$ cat config.mk
export PLATFORM = sky130hd
export DESIGN_NAME = yuv420_block_to_rgb565_unit_flat
export DESIGN_NICKNAME = d
export VERILOG_FILES = /design/src/hw/rtl/yuv2rgb_pkg.sv /design/src/hw/rtl/yuv2rgb_in_if.sv /design/src/hw/rtl/yuv2rgb_out_if.sv /design/src/hw/rtl/yuv2rgb_chroma.sv /design/src/hw/rtl/yuv2rgb_pack.sv /design/src/hw/rtl/yuv420_block_to_rgb565_unit.sv /design/src/flat_wrapper.sv
export VERILOG_INCLUDE_DIRS = /design/src /design/src/hw/rtl
export SDC_FILE = /design/constraint.sdc
export NUM_CORES = 1
export LEC_CHECK = 0
export BUFFER_PORTS_ARGS = -buffer_cell sky130_fd_sc_hd__buf_4
export CAP_MARGIN = 15
export CORE_MARGIN = 1.5
export CORE_UTILIZATION = 50
export CTS_CLUSTER_SIZE = 14
export DETAILED_ROUTE_END_ITERATION = 12
export PLACE_DENSITY = 0.74
export SLEW_MARGIN = 25
export SYNTH_ARGS = -nofsm -noshare
export SYNTH_HDL_FRONTEND = slang
export SYNTH_SLANG_ARGS = --single-unit
$ cat constraint.sdc
create_clock -name clk -period 10.7 [get_ports clk]
set_clock_uncertainty 0.2 [all_clocks]
set_input_delay 1.07 -clock clk [delete_from_list [all_inputs] [get_ports clk]]
set_output_delay 1.07 -clock clk [all_outputs]
set_load 0.03 [all_outputs]
$ cat src/hw/rtl/yuv420_block_to_rgb565_unit_defines.svh
// Assertion helpers shared by the converter modules.
`ifndef YUV420_BLOCK_TO_RGB565_UNIT_DEFINES_SVH
`define YUV420_BLOCK_TO_RGB565_UNIT_DEFINES_SVH

// Same-cycle implication, checked out of reset.
`define YUV2RGB_ASSERT_NOW(lbl, ante, cons) \
  lbl: assert property (@(posedge clk) disable iff (!rst_n) (ante) |-> (cons)) \
    else $error("yuv2rgb assertion failed");

// Next-cycle implication, checked out of reset.
`define YUV2RGB_ASSERT_NEXT(lbl, ante, cons) \
  lbl: assert property (@(posedge clk) disable iff (!rst_n) (ante) |=> (cons)) \
    else $error("yuv2rgb assertion failed");

`endif

$ cat src/hw/rtl/yuv2rgb_pkg.sv
`timescale 1ns / 1ps
`default_nettype none
package yuv2rgb_pkg;

  localparam int unsigned COEF_SHIFT = 23;
  localparam int unsigned MULT_W     = 24;

  // Coefficients scaled by 2^23, rounded up; exact floor for magnitudes up to 128.
  localparam longint UB_MULT_L = (64'd1772  * (64'd1 << COEF_SHIFT) + 64'd999)   / 64'd1000;
  localparam longint UG_MULT_L = (64'd34414 * (64'd1 << COEF_SHIFT) + 64'd99999) / 64'd100000;
  localparam longint VG_MULT_L = (64'd71414 * (64'd1 << COEF_SHIFT) + 64'd99999) / 64'd100000;
  localparam longint VR_MULT_L = (64'd1402  * (64'd1 << COEF_SHIFT) + 64'd999)   / 64'd1000;

  localparam logic [MULT_W-1:0] UB_MULT = MULT_W'(UB_MULT_L);
  localparam logic [MULT_W-1:0] UG_MULT = MULT_W'(UG_MULT_L);
  localparam logic [MULT_W-1:0] VG_MULT = MULT_W'(VG_MULT_L);
  localparam logic [MULT_W-1:0] VR_MULT = MULT_W'(VR_MULT_L);

  localparam logic [7:0] CHROMA_OFFSET = 8'd128;

  typedef struct packed {
    logic [7:0] top_left;
    logic [7:0] top_right;
    logic [7:0] bottom_left;
    logic [7:0] bottom_right;
  } luma_quad_t;

  typedef struct packed {
    luma_quad_t         luma;
    logic signed [8:0]  ub;
    logic signed [8:0]  gsub;
    logic signed [8:0]  vr;
  } chroma_terms_t;

  function automatic logic [7:0] clamp8(input logic signed [10:0] x);
    logic [7:0] res;
    if (x < 0) begin
      res = 8'd0;
    end else if (x > 11'sd255) begin
      res = 8'd255;
    end else begin
      res = x[7:0];
    end
    return res;
  endfunction

  function automatic logic [15:0] pack565(input logic [7:0] y,
                                          input logic signed [8:0] ub,
                                          input logic signed [8:0] gsub,
                                          input logic signed [8:0] vr);
    logic signed [10:0] ys;
    logic [7:0] b;
    logic [7:0] g;
    logic [7:0] r;
    ys = $signed({3'b000, y});
    b  = clamp8(ys + 11'(ub));
    g  = clamp8(ys - 11'(gsub));
    r  = clamp8(ys + 11'(vr));
    return {r[7:3], g[7:2], b[7:3]};
  endfunction

endpackage
`default_nettype wire

$ cat src/hw/rtl/yuv2rgb_in_if.sv
`timescale 1ns / 1ps
`default_nettype none
interface yuv2rgb_in_if;
  logic       valid;
  logic       ready;
  logic [7:0] luma_top_left;
  logic [7:0] luma_top_right;
  logic [7:0] luma_bottom_left;
  logic [7:0] luma_bottom_right;
  logic [7:0] chroma_blue;
  logic [7:0] chroma_red;

  modport source (
    output valid, luma_top_left, luma_top_right, luma_bottom_left,
           luma_bottom_right, chroma_blue, chroma_red,
    input  ready
  );
  modport sink (
    input  valid, luma_top_left, luma_top_right, luma_bottom_left,
           luma_bottom_right, chroma_blue, chroma_red,
    output ready
  );
endinterface
`default_nettype wire

$ cat src/hw/rtl/yuv2rgb_out_if.sv
`timescale 1ns / 1ps
`default_nettype none
interface yuv2rgb_out_if;
  logic        valid;
  logic        ready;
  logic [31:0] top_pair;
  logic [31:0] bottom_pair;

  modport source (
    output valid, top_pair, bottom_pair,
    input  ready
  );
  modport sink (
    input  valid, top_pair, bottom_pair,
    output ready
  );
endinterface
`default_nettype wire

$ cat src/hw/rtl/yuv2rgb_chroma.sv
`timescale 1ns / 1ps
`default_nettype none
`include "yuv420_block_to_rgb565_unit_defines.svh"
module yuv2rgb_chroma (
  input  wire logic                        clk,
  input  wire logic                        rst_n,
  yuv2rgb_in_if.sink                       in_ch,
  output logic                             terms_valid,
  input  wire logic                        terms_ready,
  output yuv2rgb_pkg::chroma_terms_t       terms
);
  import yuv2rgb_pkg::*;

  // Stage A: chroma offset removed, kept as sign and magnitude
  logic       a_valid_r;
  luma_quad_t a_luma_r;
  logic [7:0] a_cb_mag_r, a_cr_mag_r;
  logic       a_cb_neg_r, a_cr_neg_r;
  logic       a_ready;

  // Stage B: scaled magnitudes
  logic       b_valid_r;
  luma_quad_t b_luma_r;
  logic [8:0] b_ub_r, b_ug_r, b_vg_r, b_vr_r;
  logic       b_cb_neg_r, b_cr_neg_r;
  logic       b_ready;

  // Stage C: signed terms
  logic          c_valid_r;
  chroma_terms_t c_terms_r;
  logic          c_ready;

  logic [7:0] cb_mag, cr_mag;
  logic       cb_neg, cr_neg;
  logic [31:0] ub_prod, ug_prod, vg_prod, vr_prod;
  logic signed [8:0] ub_s, ug_s, vg_s, vr_s;
  chroma_terms_t c_terms_nxt;

  assign c_ready = !c_valid_r || terms_ready;
  assign b_ready = !b_valid_r || c_ready;
  assign a_ready = !a_valid_r || b_ready;
  assign in_ch.ready = a_ready;

  always_comb begin
    cb_neg = (in_ch.chroma_blue < CHROMA_OFFSET);
    cr_neg = (in_ch.chroma_red < CHROMA_OFFSET);
    cb_mag = cb_neg ? (CHROMA_OFFSET - in_ch.chroma_blue) : (in_ch.chroma_blue - CHROMA_OFFSET);
    cr_mag = cr_neg ? (CHROMA_OFFSET - in_ch.chroma_red) : (in_ch.chroma_red - CHROMA_OFFSET);
  end

  always_ff @(posedge clk) begin
    if (!rst_n) begin
      a_valid_r <= 1'b0;
    end else if (a_ready) begin
      a_valid_r <= in_ch.valid;
    end
  end

  always_ff @(posedge clk) begin
    if (a_ready && in_ch.valid) begin
      a_luma_r.top_left     <= in_ch.luma_top_left;
      a_luma_r.top_right    <= in_ch.luma_top_right;
      a_luma_r.bottom_left  <= in_ch.luma_bottom_left;
      a_luma_r.bottom_right <= in_ch.luma_bottom_right;
      a_cb_mag_r <= cb_mag;
      a_cr_mag_r <= cr_mag;
      a_cb_neg_r <= cb_neg;
      a_cr_neg_r <= cr_neg;
    end
  end

  always_comb begin
    ub_prod = 32'({24'd0, a_cb_mag_r} * {8'd0, UB_MULT});
    ug_prod = 32'({24'd0, a_cb_mag_r} * {8'd0, UG_MULT});
    vg_prod = 32'({24'd0, a_cr_mag_r} * {8'd0, VG_MULT});
    vr_prod = 32'({24'd0, a_cr_mag_r} * {8'd0, VR_MULT});
  end

  always_ff @(posedge clk) begin
    if (!rst_n) begin
      b_valid_r <= 1'b0;
    end else if (b_ready) begin
      b_valid_r <= a_valid_r;
    end
  end

  // Keep only the integer part of each product: truncation of the magnitude
  always_ff @(posedge clk) begin
    if (b_ready && a_valid_r) begin
      b_luma_r   <= a_luma_r;
      b_ub_r     <= ub_prod[COEF_SHIFT +: 9];
      b_ug_r     <= ug_prod[COEF_SHIFT +: 9];
      b_vg_r     <= vg_prod[COEF_SHIFT +: 9];
      b_vr_r     <= vr_prod[COEF_SHIFT +: 9];
      b_cb_neg_r <= a_cb_neg_r;
      b_cr_neg_r <= a_cr_neg_r;
    end
  end

  always_comb begin
    ub_s = b_cb_neg_r ? -$signed(b_ub_r) : $signed(b_ub_r);
    ug_s = b_cb_neg_r ? -$signed(b_ug_r) : $signed(b_ug_r);
    vg_s = b_cr_neg_r ? -$signed(b_vg_r) : $signed(b_vg_r);
    vr_s = b_cr_neg_r ? -$signed(b_vr_r) : $signed(b_vr_r);
    c_terms_nxt.luma = b_luma_r;
    c_terms_nxt.ub   = ub_s;
    c_terms_nxt.gsub = ug_s + vg_s;
    c_terms_nxt.vr   = vr_s;
  end

  always_ff @(posedge clk) begin
    if (!rst_n) begin
      c_valid_r <= 1'b0;
    end else if (c_ready) begin
      c_valid_r <= b_valid_r;
    end
  end

  always_ff @(posedge clk) begin
    if (c_ready && b_valid_r) begin
      c_terms_r <= c_terms_nxt;
    end
  end

  assign terms_valid = c_valid_r;
  assign terms       = c_terms_r;

  `YUV2RGB_ASSERT_NOW(a_ub_range, c_valid_r,
    (c_terms_r.ub >= -9'sd226) && (c_terms_r.ub <= 9'sd225))
  `YUV2RGB_ASSERT_NOW(a_gsub_range, c_valid_r,
    (c_terms_r.gsub >= -9'sd135) && (c_terms_r.gsub <= 9'sd135))
  `YUV2RGB_ASSERT_NEXT(a_mid_advance, b_valid_r && c_ready, c_valid_r)

endmodule
`default_nettype wire

$ cat src/hw/rtl/yuv2rgb_pack.sv
`timescale 1ns / 1ps
`default_nettype none
`include "yuv420_block_to_rgb565_unit_defines.svh"
module yuv2rgb_pack (
  input  wire logic                        clk,
  input  wire logic                        rst_n,
  input  wire logic                        in_valid,
  output logic                             in_ready,
  input  wire yuv2rgb_pkg::chroma_terms_t  in_terms,
  yuv2rgb_out_if.source                    out_ch
);
  import yuv2rgb_pkg::*;

  logic        out_valid_r;
  logic [31:0] top_pair_r, bottom_pair_r;
  logic [31:0] top_pair_nxt, bottom_pair_nxt;

  assign in_ready = !out_valid_r || out_ch.ready;

  always_comb begin
    top_pair_nxt = {pack565(in_terms.luma.top_right, in_terms.ub, in_terms.gsub, in_terms.vr),
                    pack565(in_terms.luma.top_left, in_terms.ub, in_terms.gsub, in_terms.vr)};
    bottom_pair_nxt = {
      pack565(in_terms.luma.bottom_right, in_terms.ub, in_terms.gsub, in_terms.vr),
      pack565(in_terms.luma.bottom_left, in_terms.ub, in_terms.gsub, in_terms.vr)};
  end

  always_ff @(posedge clk) begin
    if (!rst_n) begin
      out_valid_r <= 1'b0;
    end else if (in_ready) begin
      out_valid_r <= in_valid;
    end
  end

  always_ff @(posedge clk) begin
    if (in_ready && in_valid) begin
      top_pair_r    <= top_pair_nxt;
      bottom_pair_r <= bottom_pair_nxt;
    end
  end

  assign out_ch.valid       = out_valid_r;
  assign out_ch.top_pair    = top_pair_r;
  assign out_ch.bottom_pair = bottom_pair_r;

  `YUV2RGB_ASSERT_NEXT(a_load_valid, in_valid && in_ready, out_valid_r)

endmodule
`default_nettype wire

$ cat src/hw/rtl/yuv420_block_to_rgb565_unit.sv
// YUV420 2x2 block to RGB565 converter, four register stages.
// Each accepted request passes through chroma stages A, B, C and the pack output register.
// Throughput: one block per cycle; each stage holds its item while downstream stalls.
// Reset: synchronous active-low rst_n clears the stage valid bits; data regs not reset.
`timescale 1ns / 1ps
`default_nettype none
module yuv420_block_to_rgb565_unit (
  input  wire logic     clk,
  input  wire logic     rst_n,
  yuv2rgb_in_if.sink    in_blk,
  yuv2rgb_out_if.source out_blk
);
  import yuv2rgb_pkg::*;

  logic          terms_valid;
  logic          terms_ready;
  chroma_terms_t terms;

  yuv2rgb_chroma u_chroma (
    .clk         (clk),
    .rst_n       (rst_n),
    .in_ch       (in_blk),
    .terms_valid (terms_valid),
    .terms_ready (terms_ready),
    .terms       (terms)
  );

  yuv2rgb_pack u_pack (
    .clk      (clk),
    .rst_n    (rst_n),
    .in_valid (terms_valid),
    .in_ready (terms_ready),
    .in_terms (terms),
    .out_ch   (out_blk)
  );

endmodule
`default_nettype wire

$ cat src/flat_wrapper.sv
// flat-port wrapper written by rule: the top's interface ports become plain ports
module yuv420_block_to_rgb565_unit_flat import yuv2rgb_pkg::*;
  (clk, rst_n, in_blk_valid, in_blk_luma_top_left, in_blk_luma_top_right, in_blk_luma_bottom_left, in_blk_luma_bottom_right, in_blk_chroma_blue, in_blk_chroma_red, in_blk_ready, out_blk_valid, out_blk_top_pair, out_blk_bottom_pair, out_blk_ready);
  yuv2rgb_in_if in_blk_i ();
  yuv2rgb_out_if out_blk_i ();
  input  wire logic clk;
  input  wire logic rst_n;
  input wire logic [$bits(in_blk_i.valid)-1:0] in_blk_valid;
  input wire logic [$bits(in_blk_i.luma_top_left)-1:0] in_blk_luma_top_left;
  input wire logic [$bits(in_blk_i.luma_top_right)-1:0] in_blk_luma_top_right;
  input wire logic [$bits(in_blk_i.luma_bottom_left)-1:0] in_blk_luma_bottom_left;
  input wire logic [$bits(in_blk_i.luma_bottom_right)-1:0] in_blk_luma_bottom_right;
  input wire logic [$bits(in_blk_i.chroma_blue)-1:0] in_blk_chroma_blue;
  input wire logic [$bits(in_blk_i.chroma_red)-1:0] in_blk_chroma_red;
  output wire logic [$bits(in_blk_i.ready)-1:0] in_blk_ready;
  output wire logic [$bits(out_blk_i.valid)-1:0] out_blk_valid;
  output wire logic [$bits(out_blk_i.top_pair)-1:0] out_blk_top_pair;
  output wire logic [$bits(out_blk_i.bottom_pair)-1:0] out_blk_bottom_pair;
  input wire logic [$bits(out_blk_i.ready)-1:0] out_blk_ready;
  assign in_blk_i.valid = in_blk_valid;
  assign in_blk_i.luma_top_left = in_blk_luma_top_left;
  assign in_blk_i.luma_top_right = in_blk_luma_top_right;
  assign in_blk_i.luma_bottom_left = in_blk_luma_bottom_left;
  assign in_blk_i.luma_bottom_right = in_blk_luma_bottom_right;
  assign in_blk_i.chroma_blue = in_blk_chroma_blue;
  assign in_blk_i.chroma_red = in_blk_chroma_red;
  assign in_blk_ready = in_blk_i.ready;
  assign out_blk_valid = out_blk_i.valid;
  assign out_blk_top_pair = out_blk_i.top_pair;
  assign out_blk_bottom_pair = out_blk_i.bottom_pair;
  assign out_blk_i.ready = out_blk_ready;
  yuv420_block_to_rgb565_unit u_core (.clk(clk), .rst_n(rst_n), .in_blk(in_blk_i), .out_blk(out_blk_i));
endmodule
; After elaboration in Yosys (flattened, before gate mapping)
; Index checks and enable logic that the tools add are counted.
; Widths: inputs -> output; s select.
[op_classes]
add_sub_neg = 21
multipliers = 4
div = 0
magnitude_cmp = 26
n_eq_ne = 0
shifts = 0
n_mux = 18
bitwise = 0
n_reduce_logical = 12
[op_table]
columns = op, count
row1 = $gt 10x9->1 const B, 12
row2 = $lt 10x1->1 const B, 12
row3 = $mux 8, 14
row4 = $add 9x9->10, 8
row5 = $mul 8x23->31 const B, 2
row6 = $sub 9x9->10, 4
row7 = $mux 9, 4
row8 = $mul 8x24->32 const B, 1
row9 = $mul 8x19->27 const B, 1
row10 = $neg 9->9, 2
row11 = $lt 8x8->1 const B, 2
row12 = $sub 8x8->8 const A, 2
row13 = $sub 8x8->8 const B, 2
row14 = $add 9x9->9, 1
row15 = $neg 7->9, 1
row16 = $neg 8->9, 1
row17 = $logic_and 1x1->1, 4
row18 = $logic_not 1->1, 4
row19 = $logic_or 1x1->1, 4
[totals]
register_bits = 244
latch_bits = 0
ramBits = 0
rom_bits = 0
inputBits = 52
output_inout_bits = 66
word_cells = 122
mem_count = 0

; Depth between registers and ports, before layout
[depth]
word_depth = 6
ltp_mapped = 17
mapped_depth_nobuf = 17

; By module
; Synthesis repeated with hierarchy kept, for this count alone.
[hier_totals]
cells_unflattened = 2033
area_unflattened_um2 = 22111.2
[by_module_without_submodules]
columns = module, instances, cells_per_inst, area_per_inst_um2, seq_area_each_um2
row1 = yuv2rgb_chroma, 1, 1361, 15539.9, 5345.1
row2 = yuv2rgb_pack, 1, 672, 6571.3, 1941.9

; Worst setup path after synthesis
; OpenSTA, ideal clock, no wires.
[synth_path]
path_kind = in2reg
startpoint = in out_blk_ready
endpoint = reg u_core.u_chroma.c_terms_r, in the netlist u_core.u_chroma.terms[0], enable pin
setup_ns = 0.566
t_arrival_ns = 5.455
t_required_ns = 9.934
slack_ns = 4.479
stages = 2
n_path_buf = 0
path_cell_list = nor2b_1 a21boi_0
[synth_via]
elab_chain_cells = 3
[synth_rtl]
columns = item, line
row1 = "start, declared", flat_wrapper.sv:19  ; input wire logic [$bits(out_blk_i.ready)-1:0] out_blk_ready;
row2 = $logic_or 1x1->1, yuv2rgb_pack.sv:18  ; assign in_ready = !out_valid_r || out_ch.ready;
row3 = $logic_or 1x1->1, yuv2rgb_chroma.sv:39  ; assign c_ready = !c_valid_r || terms_ready;
row4 = $logic_and 1x1->1, yuv2rgb_chroma.sv:120  ; if (c_ready && b_valid_r) begin
row5 = "end signal, assigned", yuv2rgb_chroma.sv:121  ; c_terms_r <= c_terms_nxt;
row6 = "end, declared", yuv2rgb_chroma.sv:30  ; chroma_terms_t c_terms_r;
; Every way passes these cells.
; A chain may end at the register's enable or synchronous reset.

; Final worst setup path
[layout_path]
startpoint = reg u_core.u_chroma.a_cr_mag_r[6]
endpoint = reg u_core.u_chroma.b_vg_r[4], data pin
[layout_via]
elab_chain_cells = 1
[layout_rtl]
columns = item, line
row1 = "start, declared", yuv2rgb_chroma.sv:17  ; logic [7:0] a_cb_mag_r, a_cr_mag_r;
row2 = "start signal, assigned", yuv2rgb_chroma.sv:66  ; a_cr_mag_r <= cr_mag;
row3 = $mul 8x23->31, yuv2rgb_chroma.sv:75  ; vg_prod = 32'({24'd0, a_cr_mag_r} * {8'd0, VG_MULT});
row4 = net u_core.u_chroma.vg_prod[27], yuv2rgb_chroma.sv:35  ; logic [31:0] ub_prod, ug_prod, vg_prod, vr_prod;
row5 = "end signal, assigned", yuv2rgb_chroma.sv:93  ; b_vg_r <= vg_prod[COEF_SHIFT +: 9];
row6 = "end, declared", yuv2rgb_chroma.sv:24  ; logic [8:0] b_ub_r, b_ug_r, b_vg_r, b_vr_r;
; The timed path passes the listed nets, and every way through them passes these cells.

==> load_flow_metrics.sql <==
INSERT INTO impl_metrics (metric_group, metric, value, unit) VALUES
('final_layout', 'drive_above_1_share', '0.0901', ''),
('timing', 'min_period', '5560', 'ps'),
('yosys', 'synth.cells.most_frequent', 'ha_1, inv_1, edfxtp_1', ''),
('yosys', 'post_synth_inst_count', '1890', ''),
('clock_network', 'cts_tree', 'yes', ''),
('critical_path', 'cp-endpoint', 'u_core.u_chroma.b_vg_r[4]$_DFFE_PP_', ''),
('clock_network', 'root_driver', 'clkbuf_16', ''),
('flow_run', 'timing.max_cap.violations', '0', ''),
('final_layout', 'final_area', '23500', 'sq um'),
('yosys', 'synth_most_common_cell', 'ha_1', ''),
('timing', 'maxSlewHeadroom', '0.424', ''),
('clock_network', 'ctsHtreeMaxLevel', '1', ''),
('critical_path', 'cp_max_fo', '8', ''),
('critical_path', 'setup.worst_path.start', 'u_core.u_chroma.a_cr_mag_r[6]$_DFFE_PP_', ''),
('clock_network', 'clock_path_buffers', '3', ''),
('yosys', 'avg_synthesized_cell_area', '11.1', 'sq um'),
('critical_path', 'capturing_element_type_of_the_critical_path', 'flip-flop', ''),
('yosys', 'main_flop_type_after_synthesis', 'edfxtp_1', ''),
('clock_network', 'worst_skew_pair.late_latency', '550', 'ps'),
('yosys', 'synth_warnings', '0', ''),
('detailed_routing', 'post-route-drc-count', '0', ''),
('grt', 'gr-total-overflow', '0', ''),
('yosys', 'yosysSeqAreaShare', '0.347', ''),
('floorplan', 'die_w', '208', 'um'),
('detailed_routing', 'detail-route-antenna-nets', '0', ''),
('grt', 'first_global_vias', '14500', ''),
('yosys', 'syn-num-nets', '2444', ''),
('min_path', 'type_of_the_worst_min_delay_path', 'reg2reg', ''),
('critical_path', 'cp.required', '10890', 'ps'),
('floorplan', 'die_h', '208', 'um'),
('detailed_routing', 'drt_iter0_drc', '728', ''),
('yosys', 'register_bit_total_from_synthesis', '244', ''),
('detailed_routing', 'drt_pass1_iterations', '7', ''),
('timing', 'final_hold_viols', '0', ''),
('final_layout', 'final_net_count', '2586', ''),
('timing', 'setup_tns', '0', 'ps'),
('critical_path', 'cp-start-kind', 'flip-flop', ''),
('yosys', 'synth_edf_count', '240', ''),
('grt', 'pin_count_of_the_biggest_net_entering_global_routing', '68', ''),
('yosys', 'synthesis.area', '21000', 'sq um'),
('timing', 'fmax', '0.180', 'GHz'),
('yosys', 'netlist.area_leader.share', '0.343', ''),
('critical_path', 'r2r_setup_slack', '5140', 'ps'),
('floorplan', 'fp.dieArea', '43200', 'sq um'),
('final_layout', 'nFillCells', '3503', ''),
('floorplan', 'design.portCount', '118', ''),
('timing', 'rsz0062_at_grt', 'no', ''),
('placed_design', 'dpl-instance-area', '22600', 'sq um'),
('pwr', 'ir_worst_vdd', '136', 'uV'),
('critical_path', 'timing_worst_setup_path_type', 'reg2reg', ''),
('detailed_routing', 'vias_per_cell', '5.37', ''),
('grt', 'global_route_wire_length_before_repair', '74000', 'um'),
('yosys', 'netlist_top_cells_area', 'edfxtp_1, ha_1, fa_1', ''),
('final_layout', 'final-seq-area', '7290', 'sq um'),
('yosys', 'async_flop_share', '0', ''),
('placed_design', 'post-dp-hpwl', '37600', 'um'),
('timing', 'final-setup-viol-count', '0', ''),
('floorplan', 'initial_core_util', '0.511', ''),
('timing', 'worst_slew_pin_slew', '842', 'ps'),
('status', 'outcome', 'completed', ''),
('critical_path', 'arrival_time_of_data_at_the_critical_path_endpoint', '5750', 'ps'),
('clock_network', 'cts_hold_buffers', '0', ''),
('floorplan', 'core_area', '41100', 'sq um'),
('pwr', 'power.density_cell_area', '237', 'nW/um^2'),
('final_layout', 'area_growth_syn_to_layout', '11.8', '%'),
('detailed_routing', 'wl', '45900', 'um'),
('final_layout', 'antennaDiodeCount', '0', ''),
('yosys', 'post_synth_num_cell_types', '61', ''),
('detailed_routing', 'wl_per_cell', '17.7', 'um'),
('critical_path', 'r2r_start', 'u_core.u_chroma.a_cr_mag_r[6]$_DFFE_PP_', ''),
('critical_path', 'worst-r2r-cell-count', '16', '');
-- cells by family after synthesis --
family | synth area share
buf+inv | 0.0622
mux | 0.00107
fa+ha+maj | 0.353
xor+xnor | 0.0592
compound gates | 0.107
flops | 0.347
simple gates | 0.0696
-- placed cells by master, fill, tap and decap left out, drive strengths merged, types with 8 or more instances in the layout --
master  instances
a211oi          9
a21o           39
a21oi         108
and3            8
buf           121
clkbuf         35
clkinv         11
edfxtp        240
fa            152
ha            350
inv           342
nand2          61
nand2b         17
nand3          15
nand4           9
nor2          119
nor2b          24
nor3           21
o21a           47
o21ai          61
o21bai         22
o31ai          10
xnor2          96
xor2           46
-- worst max-delay path, stage by stage (launching register included) --
cell,delay [ps]
edfxtp_1,630
inv_1,160
ha_1,390
inv_1,270
fa_1,510
fa_1,560
inv_1,60
fa_1,500
inv_1,40
ha_1,310
and4_1,190
nand2_1,90
a2111oi_0,740
nor2_1,180
o21ai_0,330
a211oi_1,120
nor3_1,130
-- report_power, final --
| group | internal (W) | switching (W) | total, W |
|---|---|---|---|
| Combinational | 0.00145 | 0.00182 | 0.00327 |
| Clock | 0.000548 | 0.000385 | 0.000933 |
| Sequential | 0.00128 | 0.0000947 | 0.00137 |
-- state kept, by name (all words and copies together) (netlist names), 8 cells and up --
name / cells
u_core.u_chroma.terms: 59
u_core.u_chroma.a_luma_r: 32
u_core.u_chroma.b_luma_r: 32
u_core.u_pack.out_ch.bottom_pair: 32
u_core.u_pack.out_ch.top_pair: 32
u_core.u_chroma.b_ub_r: 9
u_core.u_chroma.b_vr_r: 9
u_core.u_chroma.a_cb_mag_r: 8
u_core.u_chroma.a_cr_mag_r: 8
u_core.u_chroma.b_vg_r: 8
-- how the worst min path moves through the flow --
| stage | from | slack [ps] | depth (start not counted) | end |
|---|---|---|---|---|
| global placement | u_core.u_chroma.b_luma_r[14]$_DFFE_PP_ | 200 | 0 | u_core.u_chroma.terms[41]$_DFFE_PP_ |
| finish | u_core.u_chroma.a_luma_r[8]$_DFFE_PP_ | 210 | 0 | u_core.u_chroma.b_luma_r[8]$_DFFE_PP_ |
| global route | u_core.u_chroma.a_luma_r[8]$_DFFE_PP_ | 210 | 0 | u_core.u_chroma.b_luma_r[8]$_DFFE_PP_ |
| floorplan | u_core.u_chroma.a_cb_neg_r$_DFFE_PP_ | 200 | 0 | u_core.u_chroma.b_cb_neg_r$_DFFE_PP_ |
| CTS | u_core.u_chroma.a_luma_r[8]$_DFFE_PP_ | 210 | 0 | u_core.u_chroma.b_luma_r[8]$_DFFE_PP_ |
| detailed placement | u_core.u_chroma.b_luma_r[5]$_DFFE_PP_ | 200 | 0 | u_core.u_chroma.terms[32]$_DFFE_PP_ |
-- layer usage --
metal	vias to the layer above	track usage	wire length [um]
met1	6673	0.269	19400
met2	325	0.385	22800
met5	-	0	0
li1	6775	-	-
met3	103	0.0234	1930
met4	0	0.0803	1800
-- cell type report --
| type | count | share of cell area |
|---|---|---|
| Sequential cell | 244 | 0.310 |
| Multi-Input combinational cell | 1298 | 0.530 |
| Clock inverter | 17 | 0.00672 |
| Tap cell | 532 | 0.0284 |
| Timing Repair Buffer | 121 | 0.0387 |
| Inverter | 339 | 0.0542 |
| Clock buffer | 35 | 0.0319 |
-- stage by stage --
step	hold WS, ps	util	cells	total power, W	worst slack, ps
2_1_floorplan	200	-	1890	0.00387	4480
3_3_place_gp	203	0.549	2534	0.00452	5330
3_5_place_dp	205	0.549	2534	0.00464	5090
4_1_cts	215	0.571	2586	0.00561	5070
5_1_grt	215	0.571	2586	0.00612	4710
6_report	213	0.571	2586	0.00557	5140
Power figures use the tool's default switching activity.
